`src/rtl/assert_macros.svh`:
```
// assertion macros shared by the versioned snapshot array rtl
// no dependencies; included by the files that carry concurrent checks
`ifndef ASSERT_MACROS_SVH
`define ASSERT_MACROS_SVH

// check held off while reset is high
`define VSA_ASSERT(name, clk, rst, prop, msg) \
   name: assert property (@(posedge clk) disable iff (rst) prop) else $error(msg);

// check that also holds during reset
`define VSA_ASSERT_ALWAYS(name, clk, prop, msg) \
   name: assert property (@(posedge clk) prop) else $error(msg);

`endif

```
`src/rtl/vsa_ram.sv`:
```
// generic single-write, single-read ram with registered read data
// no dependencies; used for the history store and the history counts
module vsa_ram #(
   parameter int WIDTH  = 8,
   parameter int DEPTH  = 16,
   parameter int ADDR_W = (DEPTH > 1) ? $clog2(DEPTH) : 1
) (
   input  logic              clock,
   input  logic              wr_en,
   input  logic [ADDR_W-1:0] wr_addr,
   input  logic [WIDTH-1:0]  wr_data,
   input  logic [ADDR_W-1:0] rd_addr,
   output logic [WIDTH-1:0]  rd_data
);

   logic [WIDTH-1:0] mem_ff [DEPTH];
   logic [WIDTH-1:0] rd_data_ff;

   always_ff @(posedge clock) begin
      if (wr_en) begin
         mem_ff[wr_addr] <= wr_data;
      end
      rd_data_ff <= mem_ff[rd_addr];
   end

   assign rd_data = rd_data_ff;

endmodule

```
`config.mk`:
```
export PLATFORM = sky130hd
export DESIGN_NAME = vsa_ram
export DESIGN_NICKNAME = d
export VERILOG_FILES = /design/src/rtl/assert_macros.svh /design/src/rtl/vsa_ram.sv
export SDC_FILE = /design/constraint.sdc
export NUM_CORES = 1
export LEC_CHECK = 0
export ABC_CLOCK_PERIOD_IN_PS = 2400
export BUFFER_PORTS_ARGS = -buffer_cell sky130_fd_sc_hd__buf_2
export CAP_MARGIN = 20
export CORE_AREA = 2 2 98 100
export DETAILED_ROUTE_END_ITERATION = 6
export DIE_AREA = 0 0 100 102
export MAX_ROUTING_LAYER = met4
export PLACE_DENSITY = 0.72
export SLEW_MARGIN = 30
export SYNTH_ARGS = -nofsm -noshare
export SYNTH_HDL_FRONTEND = slang
export SYNTH_SLANG_ARGS = --single-unit
```
`constraint.sdc`:
```
create_clock -name clock -period 2.4 [get_ports clock]
set_input_delay 0.12 -clock clock [delete_from_list [all_inputs] [get_ports clock]]
set_output_delay 0.12 -clock clock [all_outputs]
set_load 0.02 [all_outputs]
```
==> impl_metrics.tcl <==
set metrics [dict create \
    cp_slowest_cell "sky130_fd_sc_hd__nor2_1" \
    clock.fmax_mhz 677 \
    num_antenna_cells 0 \
    synth_edf_count 128 \
    clock_tree.root_cell "sky130_fd_sc_hd__clkbuf_8" \
    post-route-min-period_ns 1.48 \
    routed_via_density 6.17 \
    internal_power_mw 4.67 \
    critPathKind "input port to flip-flop" \
    fp.coreArea_um2 9110 \
    cell_count_after_placement 373 \
    timing.critical_path.arrival_ns 1.62 \
    die_w_um 100 \
    setup_violations 0 \
    seq_area_frac_synth_pct 77.8 \
    mappedNetlistNets 247 \
    cts-buffers-inserted 17 \
    grt_overflow_total 0 \
    synth.top_cell.area_share_pct 74.7 \
    clk_transition_reported_paths_ns 0.06 \
    ys_warn_count 0 \
    max_cap_violations 0 \
    power_frac_clock_pct 49.5 \
    p_leak_nw 2.15 \
    fin_area_um2 6210 \
    gr-usage-met2_pct 34.9 \
    fin_crit_sh_pct 61.6 \
    detail_route.first_pass.iterations 5 \
    tritoncts "done" \
    async_flop_share_pct 0 \
    yosys_most_used_dff "sky130_fd_sc_hd__edfxtp_1" \
    grt.met1_usage_pct 32.1 \
    setup-tns-final_ns 0 \
    net-switching-power_mw 1.17 \
    power.density_cell_area_nw_per_um2 941 \
    drc_errors_left 0 \
    grt_antenna_before_repair 0 \
    final-hold-violation-count 0 \
    finalMaxSlewViolations 0 \
    post_dp_cell_area_um2 5490 \
    required_time_of_the_critical_path_ns 2.54 \
    clock_insertion_delay_worst_skew_ns 0.52 \
    worst_hold_path_type "input port to flip-flop" \
    routedWlPerCell_um 25.6 \
    worst-slew-pin-transition_ns 0.755 \
    critPathMaxStageDelay_ns 0.61 \
    synth_area_um2 5150 \
    crit_path_start_kind "input port" \
    final_util_pct 68.2 \
    cts_num_sinks 136 \
    pin_count_of_the_biggest_net_entering_global_routing 18 \
    critical_path.endpoint_type "flip-flop" \
    syn-instance-count 229 \
    max-clock-path-buffers 2 \
    drtAntennaViolNets 0 \
    dieHeight_um 102 \
    comb_power_share_pct 4.7 \
    post_synth.cell_area_avg_um2 22.5 \
    buffers_on_ports 25 \
    grt_most_used_layer "met2" \
    drt-initial-drc-count 297 \
    cts.htree.levels 4 \
    crit_path_cell_trace "dlygate4sd3_1 -> buf_2 -> nand2b_1 -> nor2_1" \
    ir_worst_vdd_v 0.000672 \
    slew-limit-headroom_pct 49.5 \
    status "complete, no violations" \
    p_sw_share_pct 20.1 \
    post_synthesis_to_final_layout_area_growth_pct 20.6 \
    post_route_cells_drive_above_1_share_pct 31.0 \
    p_seq_share_pct 45.7 \
    hpwlAfterDp_mm 6.13 \
    grt_usage_pct 23.5 \
    final.setup_skew_ns 0.00874 \
    synth.largest_area_cell "sky130_fd_sc_hd__edfxtp_1" \
    finalHoldWorstSlack_ns 0.0164 \
    ys_seq_elements 136 \
    grt_first_pass_wirelength_mm 15.8 \
    initial_utilization_pct 56.5 \
    gr-usage-met3_pct 6.22 \
    design.die.area_um2 10200 \
    cts_resized 0 \
    yosys-top-cells-area "sky130_fd_sc_hd__edfxtp_1 (75%), sky130_fd_sc_hd__mux4_2 (7.9%), sky130_fd_sc_hd__mux4_1 (7.1%), sky130_fd_sc_hd__dfxtp_1 (3.1%), sky130_fd_sc_hd__a22oi_1 (2.3%)" \
    std_cell_rows 35 \
    final_weighted_congestion_in_routability_driven_placement 0.754 \
    rsz0062_at_grt "false" \
    critical_path.max_fanout 8 \
    pin_count 26 \
    num-nets-final 305 \
    synth_cell_type_count 19 \
    post_layout_nonfiller_instances 411 \
    finalWirelength_mm 10.5 \
    number_of_global_route_vias_before_repair 2483 \
    routed_vias 2536 \
]
-- area by class of cell --
type	instances	area, µm²
well taps	111	139
repair buffers	49	345
flip-flops and latches	136	4000
fillers	557	2900
multi-input cells	83	1060
clock inverters	15	249
clock buffers	17	414
-- worst max-delay path, delay by kind of cell --
family	cells	cell delay (ns)
buffers and inverters	2	0.69
and+or+nand+nor	2	0.81
-- synthesized netlist by cell type (all sizes together) (2+ instances only) --
| library cell | count |
|---|---|
| mux4 | 32 |
| nand2b | 2 |
| clkdlybuf4s25 | 3 |
| nor3 | 4 |
| a22oi | 16 |
| buf | 7 |
| nor2 | 13 |
| nand3b | 2 |
| edfxtp | 128 |
| nand2 | 9 |
| dfxtp | 8 |
-- state kept, by name, summed over array words and instances (netlist names) --
signal and cells:
mem_ff 128, rd_data 8
-- final timing paths --
kind / start / endpoint / slack [ns] / cells after the start
worst max-delay path: wr_addr[0] / mem_ff[2][2] / 0.92 / 4
worst min-delay path: wr_data[4] / mem_ff[10][4] / 0.02 / 1
worst min register to register: mem_ff[8][2] / rd_data[2] / 0.68 / 3
worst max register to register: mem_ff[0][0] / rd_data[0] / 0.96 / 3
-- timing repair --
action	4_1_cts	5_1_grt
hold buffers	6	0
hold endpoints to repair	50	0
setup buffers	0	0
-- layer usage --
metal	vias up	wire (µm)
li1	1085	-
met2	113	5200
met1	1317	4410
met5	-	0
met4	0	240
met3	21	676
-- cell usage in the layout, fill, tap and decap left out, types with 2 or more instances in the layout --
master,n
sky130_fd_sc_hd__buf_12,2
sky130_fd_sc_hd__nor2_1,13
sky130_fd_sc_hd__clkbuf_16,16
sky130_fd_sc_hd__nand3b_1,2
sky130_fd_sc_hd__a22oi_1,16
sky130_fd_sc_hd__buf_4,16
sky130_fd_sc_hd__nand2_1,9
sky130_fd_sc_hd__nand2b_1,2
sky130_fd_sc_hd__buf_2,25
sky130_fd_sc_hd__mux4_1,14
sky130_fd_sc_hd__edfxtp_1,128
sky130_fd_sc_hd__dlygate4sd3_1,6
sky130_fd_sc_hd__clkinv_4,4
sky130_fd_sc_hd__mux4_2,18
sky130_fd_sc_hd__bufinv_16,6
sky130_fd_sc_hd__dfxtp_1,8
sky130_fd_sc_hd__inv_6,2
sky130_fd_sc_hd__nor3_1,4
-- through the flow --
stage,worst slack (ns),power (mW)
finish,0.922,5.84
global route,0.833,5.99
CTS,0.905,5.87
detailed placement,0.559,2.99
global placement,0.567,2.98
floorplan,0.787,2.87
-- power by group through the flow --
stage,Sequential [mW],Clock (mW),Combinational (mW)
2_1_floorplan,2.74,0,0.135
3_3_place_gp,2.72,0,0.261
3_5_place_dp,2.72,0,0.267
4_1_cts,2.67,2.91,0.278
5_1_grt,2.68,3.01,0.297
6_report,2.67,2.90,0.276
-- kinds of logic after synthesis --
family / share of synthesized area (%)
muxes: 15.0
buffers and inverters: 1.68
DFF: 77.8
and+or+nand+nor: 3.18
AOI/OAI and AO/OA: 2.33
Note: power is estimated with default switching activity, not from simulation.
