## config.mk

```make
export PLATFORM = sky130hd
export DESIGN_NAME = vsa_seq
export DESIGN_NICKNAME = d
export VERILOG_FILES = /design/src/rtl/vsa_pkg.sv /design/src/rtl/vsa_seq.sv
export VERILOG_INCLUDE_DIRS = /design/src /design/src/rtl
export SDC_FILE = /design/constraint.sdc
export NUM_CORES = 1
export LEC_CHECK = 0
export ABC_CLOCK_PERIOD_IN_PS = 9290
export BUFFER_PORTS_ARGS = -buffer_cell sky130_fd_sc_hd__buf_2
export CAP_MARGIN = 10
export CORE_ASPECT_RATIO = 0.9
export CORE_MARGIN = 2
export CORE_UTILIZATION = 40
export CTS_BUF_LIST = sky130_fd_sc_hd__clkbuf_16
export DETAILED_ROUTE_END_ITERATION = 12
export PLACE_DENSITY_LB_ADDON = 0.2
export SLEW_MARGIN = 30
export SYNTH_ARGS = -nofsm -noshare
export SYNTH_HDL_FRONTEND = slang
export SYNTH_SLANG_ARGS = --single-unit
export TNS_END_PERCENT = 1
```

## constraint.sdc

```tcl
create_clock -name clock -period 9.29 [get_ports clock]
set_input_delay 2.3225 -clock clock [delete_from_list [all_inputs] [get_ports clock]]
set_output_delay 2.3225 -clock clock [all_outputs]
set_load 0.05 [all_outputs]
```

## src/rtl/assert_macros.svh

```systemverilog
// assertion macros shared by the versioned snapshot array rtl
// no dependencies; included by the files that carry concurrent checks
`ifndef ASSERT_MACROS_SVH
`define ASSERT_MACROS_SVH

// check held off while reset is high
`define VSA_ASSERT(name, clk, rst, prop, msg) \
   name: assert property (@(posedge clk) disable iff (rst) prop) else $error(msg);

// check that also holds during reset
`define VSA_ASSERT_ALWAYS(name, clk, prop, msg) \
   name: assert property (@(posedge clk) prop) else $error(msg);

`endif

```

## src/rtl/vsa_pkg.sv

```systemverilog
// shared types and constants of the versioned snapshot array
// no dependencies; imported by vsa_seq, versioned_snapshot_array_unit and the testbench
package vsa_pkg;

   localparam int NUM_ENTRIES_DEF  = 1024;
   localparam int MAX_VERSIONS_DEF = 16;

   localparam int KIND_W  = 2;
   localparam int IDX_W   = 10;
   localparam int VAL_W   = 32;
   localparam int SNAP_W  = 16;
   localparam int STAT_W  = 2;
   localparam int LEN_W   = 11;
   localparam int LIM_W   = 17;
   localparam int HIST_W  = SNAP_W + VAL_W;

   localparam int REQ_DATA_W = 64;
   localparam int RSP_DATA_W = 56;

   localparam logic [LEN_W-1:0]  LEN_RESET = 11'd1024;
   localparam logic [SNAP_W-1:0] SNAP_MAX  = 16'hFFFF;
   localparam logic [VAL_W-1:0]  READ_FAIL = 32'hFFFF_FFFF;

   localparam logic [KIND_W-1:0] KIND_WRITE = 2'd0;
   localparam logic [KIND_W-1:0] KIND_SNAP  = 2'd1;
   localparam logic [KIND_W-1:0] KIND_READ  = 2'd2;

   localparam logic [STAT_W-1:0] STATUS_OK    = 2'd0;
   localparam logic [STAT_W-1:0] STATUS_RANGE = 2'd1;
   localparam logic [STAT_W-1:0] STATUS_FULL  = 2'd2;
   localparam logic [STAT_W-1:0] STATUS_SAT   = 2'd3;

   typedef struct packed {
      logic [KIND_W-1:0]       kind;
      logic [IDX_W-1:0]        entry_index;
      logic signed [VAL_W-1:0] write_value;
      logic [SNAP_W-1:0]       query_snapshot;
   } req_type;

   typedef struct packed {
      logic signed [VAL_W-1:0] read_value;
      logic [SNAP_W-1:0]       snapshot_taken;
      logic [STAT_W-1:0]       status;
   } res_type;

endpackage

```

## src/rtl/vsa_seq.sv

```systemverilog
// sequencer of the versioned snapshot array: clearing pass, snapshot counter, write update
// and binary search over one entry's history; uses vsa_pkg and assert_macros.svh
module vsa_seq #(
   parameter int NUM_ENTRIES  = vsa_pkg::NUM_ENTRIES_DEF,
   parameter int MAX_VERSIONS = vsa_pkg::MAX_VERSIONS_DEF,
   localparam int ENT_W   = (NUM_ENTRIES > 1) ? $clog2(NUM_ENTRIES) : 1,
   localparam int VER_W   = (MAX_VERSIONS > 1) ? $clog2(MAX_VERSIONS) : 1,
   localparam int CNT_W   = $clog2(MAX_VERSIONS + 1),
   localparam int HIST_AW = ENT_W + VER_W
) (
   input  logic                          clock,
   input  logic                          reset,
   input  logic                          req_valid,
   output logic                          req_ready,
   input  vsa_pkg::req_type              req,
   input  logic [vsa_pkg::LEN_W-1:0]     array_length,
   input  logic                          out_free,
   output logic                          res_valid,
   output vsa_pkg::res_type              res,
   output logic                          cnt_wr_en,
   output logic [ENT_W-1:0]              cnt_wr_addr,
   output logic [CNT_W-1:0]              cnt_wr_data,
   output logic [ENT_W-1:0]              cnt_rd_addr,
   input  logic [CNT_W-1:0]              cnt_rd_data,
   output logic                          hist_wr_en,
   output logic [HIST_AW-1:0]            hist_wr_addr,
   output logic [vsa_pkg::HIST_W-1:0]    hist_wr_data,
   output logic [HIST_AW-1:0]            hist_rd_addr,
   input  logic [vsa_pkg::HIST_W-1:0]    hist_rd_data
);

   import vsa_pkg::*;

`include "assert_macros.svh"

   localparam logic [2:0] ST_CLEAR    = 3'd0;
   localparam logic [2:0] ST_IDLE     = 3'd1;
   localparam logic [2:0] ST_COUNT    = 3'd2;
   localparam logic [2:0] ST_WR_CHECK = 3'd3;
   localparam logic [2:0] ST_SEARCH   = 3'd4;
   localparam logic [2:0] ST_DONE     = 3'd5;

   localparam logic [LIM_W-1:0] NUM_ENT_LIM = LIM_W'(NUM_ENTRIES);
   localparam logic [ENT_W-1:0] LAST_ENTRY  = ENT_W'(NUM_ENTRIES - 1);
   localparam logic [CNT_W-1:0] CNT_MAX     = CNT_W'(MAX_VERSIONS);
   localparam logic [CNT_W-1:0] CNT_ONE     = CNT_W'(1);

   logic [2:0]        state_ff, state_in;
   logic [KIND_W-1:0] kind_ff, kind_in;
   logic [ENT_W-1:0]  entry_ff, entry_in;
   logic [VAL_W-1:0]  wval_ff, wval_in;
   logic [SNAP_W-1:0] query_ff, query_in;
   logic [CNT_W-1:0]  cnt_ff, cnt_in;
   logic [CNT_W-1:0]  lo_ff, lo_in;
   logic [CNT_W-1:0]  hi_ff, hi_in;
   logic [VER_W-1:0]  mid_ff, mid_in;
   logic              found_ff, found_in;
   logic [VAL_W-1:0]  hitval_ff, hitval_in;
   res_type           res_ff, res_in;
   logic [SNAP_W-1:0] snap_ff, snap_in;
   logic [ENT_W-1:0]  clr_ff, clr_in;

   logic [ENT_W+IDX_W-1:0] idx_wide;
   logic [ENT_W-1:0]       req_entry;
   logic [LIM_W-1:0]       len_ext;
   logic [LIM_W-1:0]       eff_len;
   logic                   in_range;
   logic                   accept;
   logic [SNAP_W-1:0]      rd_snap;
   logic [VAL_W-1:0]       rd_val;
   logic                   hit;
   logic [CNT_W-1:0]       lo_n, hi_n;
   logic [CNT_W:0]         mid_sum;
   logic [CNT_W:0]         first_sum;
   logic [CNT_W-1:0]       cnt_rd_dec;
   logic [CNT_W-1:0]       cnt_dec;
   logic [CNT_W-1:0]       cnt_inc;

   assign idx_wide  = {{ENT_W{1'b0}}, req.entry_index};
   assign req_entry = idx_wide[ENT_W-1:0];
   assign len_ext   = {{(LIM_W - LEN_W){1'b0}}, array_length};
   assign eff_len   = (len_ext < NUM_ENT_LIM) ? len_ext : NUM_ENT_LIM;
   assign in_range  = ({{(LIM_W - IDX_W){1'b0}}, req.entry_index} < eff_len);
   assign req_ready = (state_ff == ST_IDLE);
   assign accept    = req_valid && req_ready;

   assign rd_snap    = hist_rd_data[HIST_W-1:VAL_W];
   assign rd_val     = hist_rd_data[VAL_W-1:0];
   assign hit        = (rd_snap <= query_ff);
   // one shared compare decides which half of the window survives
   assign lo_n       = hit ? (CNT_W'(mid_ff) + CNT_ONE) : lo_ff;
   assign hi_n       = hit ? hi_ff : CNT_W'(mid_ff);
   assign mid_sum    = ({1'b0, lo_n} + {1'b0, hi_n}) >> 1;
   assign first_sum  = {1'b0, cnt_rd_data} >> 1;
   assign cnt_rd_dec = cnt_rd_data - CNT_ONE;
   assign cnt_dec    = cnt_ff - CNT_ONE;
   assign cnt_inc    = cnt_ff + CNT_ONE;

   always_comb begin
      state_in  = state_ff;
      kind_in   = kind_ff;
      entry_in  = entry_ff;
      wval_in   = wval_ff;
      query_in  = query_ff;
      cnt_in    = cnt_ff;
      lo_in     = lo_ff;
      hi_in     = hi_ff;
      mid_in    = mid_ff;
      found_in  = found_ff;
      hitval_in = hitval_ff;
      res_in    = res_ff;
      snap_in   = snap_ff;
      clr_in    = clr_ff;

      res_valid    = 1'b0;
      cnt_wr_en    = 1'b0;
      cnt_wr_addr  = entry_ff;
      cnt_wr_data  = cnt_inc;
      cnt_rd_addr  = req_entry;
      hist_wr_en   = 1'b0;
      hist_wr_addr = {entry_ff, cnt_ff[VER_W-1:0]};
      hist_wr_data = {snap_ff, wval_ff};
      hist_rd_addr = {entry_ff, mid_ff};

      case (state_ff)
         ST_CLEAR: begin
            cnt_wr_en   = 1'b1;
            cnt_wr_addr = clr_ff;
            cnt_wr_data = '0;
            clr_in      = clr_ff + ENT_W'(1);
            if (clr_ff == LAST_ENTRY) begin
               state_in = ST_IDLE;
            end
         end
         ST_IDLE: begin
            if (accept) begin
               kind_in  = req.kind;
               entry_in = req_entry;
               wval_in  = req.write_value;
               query_in = req.query_snapshot;
               res_in   = '0;
               state_in = ST_DONE;
               case (req.kind)
                  KIND_WRITE: begin
                     if (in_range) begin
                        state_in = ST_COUNT;
                     end else begin
                        res_in.status = STATUS_RANGE;
                     end
                  end
                  KIND_SNAP: begin
                     res_in.snapshot_taken = snap_ff;
                     if (snap_ff == SNAP_MAX) begin
                        res_in.status = STATUS_SAT;
                     end else begin
                        snap_in = snap_ff + SNAP_W'(1);
                     end
                  end
                  KIND_READ: begin
                     if (in_range) begin
                        state_in = ST_COUNT;
                     end else begin
                        res_in.read_value = READ_FAIL;
                        res_in.status     = STATUS_RANGE;
                     end
                  end
                  default: begin
                     res_in = '0;
                  end
               endcase
            end
         end
         ST_COUNT: begin
            cnt_in = cnt_rd_data;
            if (kind_ff == KIND_WRITE) begin
               if (cnt_rd_data == '0) begin
                  hist_wr_en   = 1'b1;
                  hist_wr_addr = {entry_ff, {VER_W{1'b0}}};
                  cnt_wr_en    = 1'b1;
                  cnt_wr_data  = CNT_ONE;
                  state_in     = ST_DONE;
               end else begin
                  // latest pair decides between overwrite, append or a full status
                  hist_rd_addr = {entry_ff, cnt_rd_dec[VER_W-1:0]};
                  state_in     = ST_WR_CHECK;
               end
            end else begin
               found_in = 1'b0;
               lo_in    = '0;
               hi_in    = cnt_rd_data;
               if (cnt_rd_data == '0) begin
                  state_in = ST_DONE;
               end else begin
                  mid_in       = first_sum[VER_W-1:0];
                  hist_rd_addr = {entry_ff, first_sum[VER_W-1:0]};
                  state_in     = ST_SEARCH;
               end
            end
         end
         ST_WR_CHECK: begin
            state_in = ST_DONE;
            if (rd_snap == snap_ff) begin
               hist_wr_en   = 1'b1;
               hist_wr_addr = {entry_ff, cnt_dec[VER_W-1:0]};
            end else if (cnt_ff >= CNT_MAX) begin
               res_in.status = STATUS_FULL;
            end else begin
               hist_wr_en = 1'b1;
               cnt_wr_en  = 1'b1;
            end
         end
         ST_SEARCH: begin
            lo_in = lo_n;
            hi_in = hi_n;
            if (hit) begin
               found_in  = 1'b1;
               hitval_in = rd_val;
            end
            if (lo_n < hi_n) begin
               mid_in       = mid_sum[VER_W-1:0];
               hist_rd_addr = {entry_ff, mid_sum[VER_W-1:0]};
            end else begin
               if (hit) begin
                  res_in.read_value = rd_val;
               end else if (found_ff) begin
                  res_in.read_value = hitval_ff;
               end
               state_in = ST_DONE;
            end
         end
         ST_DONE: begin
            res_valid = out_free;
            if (out_free) begin
               state_in = ST_IDLE;
            end
         end
         default: begin
            state_in = ST_IDLE;
         end
      endcase
   end

   assign res = res_ff;

   always_ff @(posedge clock) begin
      if (reset) begin
         state_ff <= ST_CLEAR;
         snap_ff  <= '0;
         clr_ff   <= '0;
         found_ff <= 1'b0;
      end else begin
         state_ff <= state_in;
         snap_ff  <= snap_in;
         clr_ff   <= clr_in;
         found_ff <= found_in;
      end
   end

   always_ff @(posedge clock) begin
      kind_ff   <= kind_in;
      entry_ff  <= entry_in;
      wval_ff   <= wval_in;
      query_ff  <= query_in;
      cnt_ff    <= cnt_in;
      lo_ff     <= lo_in;
      hi_ff     <= hi_in;
      mid_ff    <= mid_in;
      hitval_ff <= hitval_in;
      res_ff    <= res_in;
   end

   `VSA_ASSERT(a_busy_after_accept, clock, reset, accept |=> !req_ready, "item taken while busy")
   `VSA_ASSERT(a_search_window, clock, reset, (state_ff == ST_SEARCH) |-> (lo_ff < hi_ff), "empty search window")
   `VSA_ASSERT(a_count_bound, clock, reset, cnt_wr_en |-> (cnt_wr_data <= CNT_MAX), "history count overflow")
   `VSA_ASSERT(a_snap_change, clock, reset, !$stable(snap_ff) |-> $past(accept && (req.kind == KIND_SNAP)), "counter moved without a snapshot item")

endmodule

```

==> flow_metrics.tcl <==
set metrics [dict create \
    yosysMostFrequentCell "edfxtp_1" \
    cts_resized 0 \
    relSlewSlack_pct 53.51 \
    slew_violations 0 \
    yosysSeqAreaShare_pct 60.32 \
    synth_area_per_cell_um2 12.11 \
    ys.flop_type "edfxtp_1" \
    num_rows 52 \
    max_stage_delay_ps 450 \
    cts_tree "yes" \
    finClkSkew_ps 13.01 \
    dp_hpwl_um 16390 \
    busiest_layer "met2" \
    io_buffers 282 \
    finalCriticalPeriod_ps 8729 \
    initial_core_util_pct 40.37 \
    drc_errors 0 \
    vdd_ir_drop_max_mv 0.1924 \
    drtIter0Drc 457 \
    use_met3_pct 3.466 \
    synthArstFlopShare_pct 0 \
    vias 6462 \
    grt_pass1_wl_um 33610 \
    cts.path.max_buffers 2 \
    dieArea_mm2 0.02374 \
    finalSetupViolations 0 \
    core_mm2 0.02232 \
    htree_levels 4 \
    grt_pass1_vias 6178 \
    synth-edff-count 161 \
    netlist_instances 744 \
    status "finished clean" \
    worstSetupEndpointType "primary output" \
    synth_seq_cells 191 \
    globalRouteMet2Util_pct 29.02 \
    drtPass1Iterations 6 \
    p_leak_nw 4.779 \
    cp_cell_sequence "buf_2 -> ha_1 -> nand4_1 -> a2111oi_0 -> a2111oi_1 -> buf_4 -> or2_2 -> o21ai_0 -> ha_1 -> nand2b_1 -> a2111oi_0 -> nor2_1 -> mux2i_1 -> nor3_4 -> o21ai_1 -> a221o_1 -> buf_2" \
    finalHoldViolCount 0 \
    yosysWarnings 0 \
    grt_usage_pct 18.24 \
    clk_pin_slew_ps 70 \
    fp.dieW_um 162.2 \
    antenna_cells 0 \
    cp-start-kind "input pin" \
    wl_per_cell_um 16.60 \
    regArea_mm2 0.005435 \
    crit_path_max_fanout 17 \
    cp.arrival_ps 6410 \
    total_power_mw 2.792 \
    cts_setup_buffers 0 \
    fmax_ghz 0.1146 \
    ant_nets 0 \
    antenna_found_initial 0 \
    area_growth_pct 23.94 \
    fin_nets 1171 \
    worstSkewPairLatency_ps 430 \
    drive_gt1_share_pct 33.46 \
    worstPathRequired_ps 6970 \
    fin_crit_sh_pct 93.96 \
    die_h_um 146.4 \
    multi_input_area_mm2 0.003192 \
    synth_cell_types 55 \
    synth_top_area_share_pct 53.66 \
    syn_nets 912 \
    io_pins 283 \
    place_congestion 0.8604 \
    root_buffer "clkbuf_16" \
    routed_wl_um 21800 \
    synth_area_leaders "edfxtp_1 54%, dfxtp_1 6.7%, ha_1 5.4%" \
    slowest_stage "a2111oi_0" \
    grt_start_max_net_pins 78 \
    synth_largest_area_cell "edfxtp_1" \
    viasPerCell 4.922 \
    cap_violations 0 \
    worst_pin_slew_ps 697.3 \
    synthesis.area_mm2 0.009010 \
    tritoncts.num_buffers 17 \
    pwr_density_cell_mw_per_mm2 250.0 \
    rsz0062_at_grt "false" \
    setup_tns_ps 0 \
    met1_usage_pct 25.66 \
    hold_buffers 0 \
    cts_sinks 191 \
    synth_commonest_cells "161 x edfxtp_1, 60 x nand2_1, 56 x o21ai_0, 53 x nor2_1, 40 x mux2i_1" \
    grt_remaining_overflow 0 \
    hp-class "register to register" \
    fillers 2040 \
    crit_type "input pin to primary output" \
]
layout make-up:
cell class / instances / share of cell area [%]
Clock buffer: 17 / 3.810
Clock inverter: 15 / 1.221
Inverter: 33 / 1.109
Multi-Input combinational cell: 469 / 28.58
Sequential cell: 191 / 48.67
Tap cell: 297 / 3.328
Timing Repair Buffer: 291 / 13.28
metal layers:
metal / wire (µm) / part of all wire [%]
met4: 310 / 1.4
met5: 0 / 0
met2: 10130 / 46
met1: 10200 / 47
met3: 1159 / 5.3
final timing paths:
check	startpoint	to	slack, ps	cells past startpoint
hold reg to reg	found_ff	found_ff	480	2
setup reg to reg	query_ff[15]	res[49]	4530	16
setup / recovery	hist_rd_data[47]	hist_rd_addr[3]	560	17
hold / removal	found_ff	found_ff	480	2
sequential cells by signal, summed over array words and instances (netlist names):
signal,count
query_ff,16
state_ff,3
hi_ff,5
found_ff,1
mid_ff,4
hitval_ff,32
entry_ff,10
res,50
wval_ff,32
lo_ff,5
clr_ff,10
kind_ff,2
cnt_ff,5
snap_ff,16
critical path: cells and delay by family:
| kind | cells | cell delay, ps |
|---|---|---|
| adder cells (fa/ha/maj) | 2 | 610 |
| multiplexers | 1 | 290 |
| AO/OA/AOI/OAI | 6 | 1640 |
| buffers and inverters | 3 | 550 |
| AND/OR/NAND/NOR | 5 | 990 |
metrics by stage:
stage	worst slack (ps)	cells	instance area [µm²]	hold slack (ps)	utilization, %
2_1_floorplan	1164	744	9010	454.5	-
3_3_place_gp	702.9	1281	10580	461.9	47.43
3_5_place_dp	676.4	1281	10590	468.0	47.45
6_report	560.8	1313	11170	477.8	50.04
4_1_cts	632.3	1313	11150	478.0	49.97
5_1_grt	330.2	1313	11170	509.9	50.04
cells in the final DEF, fill, tap and decap left out, types with 2 or more instances in the layout:
cell / count
buf_2: 282
edfxtp_1: 161
nand2_1: 60
o21ai_0: 54
nor2_1: 52
mux2i_1: 40
ha_1: 39
xor2_1: 35
inv_1: 33
dfxtp_1: 30
a21oi_1: 28
and2_1: 21
nand4_1: 17
clkbuf_16: 17
nand3_1: 15
xnor2_1: 14
nand2b_1: 13
nor3_1: 9
a21o_1: 8
buf_4: 8
nor4_1: 7
a2111oi_0: 5
or3_1: 5
a221o_1: 4
a211oi_1: 3
and3_1: 3
clkinv_4: 3
inv_8: 3
clkinvlp_4: 3
nor2b_1: 2
or2_2: 2
o21bai_1: 2
nor3b_1: 2
nor2_2: 2
o21ai_2: 2
and2b_1: 2
clkinv_8: 2
power by group:
group	internal (mW)	switching, mW	leakage [nW]
combinational	0.252	0.709	2.79
clock	0.352	0.334	0.270
sequential	1.09	0.0572	1.72
total	1.69	1.10	4.78
logic make-up (layout without fill, tap and decap cells):
logic type | count (synthesis) | count (layout) | synth area share, %
buffers and inverters | 84 | 356 | 4.555
muxes | 41 | 41 | 4.569
and+or+nand+nor | 221 | 221 | 12.33
AOI/OAI and AO/OA | 118 | 118 | 7.818
adders and majority gates | 40 | 40 | 5.638
DFF | 191 | 191 | 60.33
xor gates and xnor gates | 49 | 49 | 4.763
Note: power is estimated with default switching activity, not from simulation.
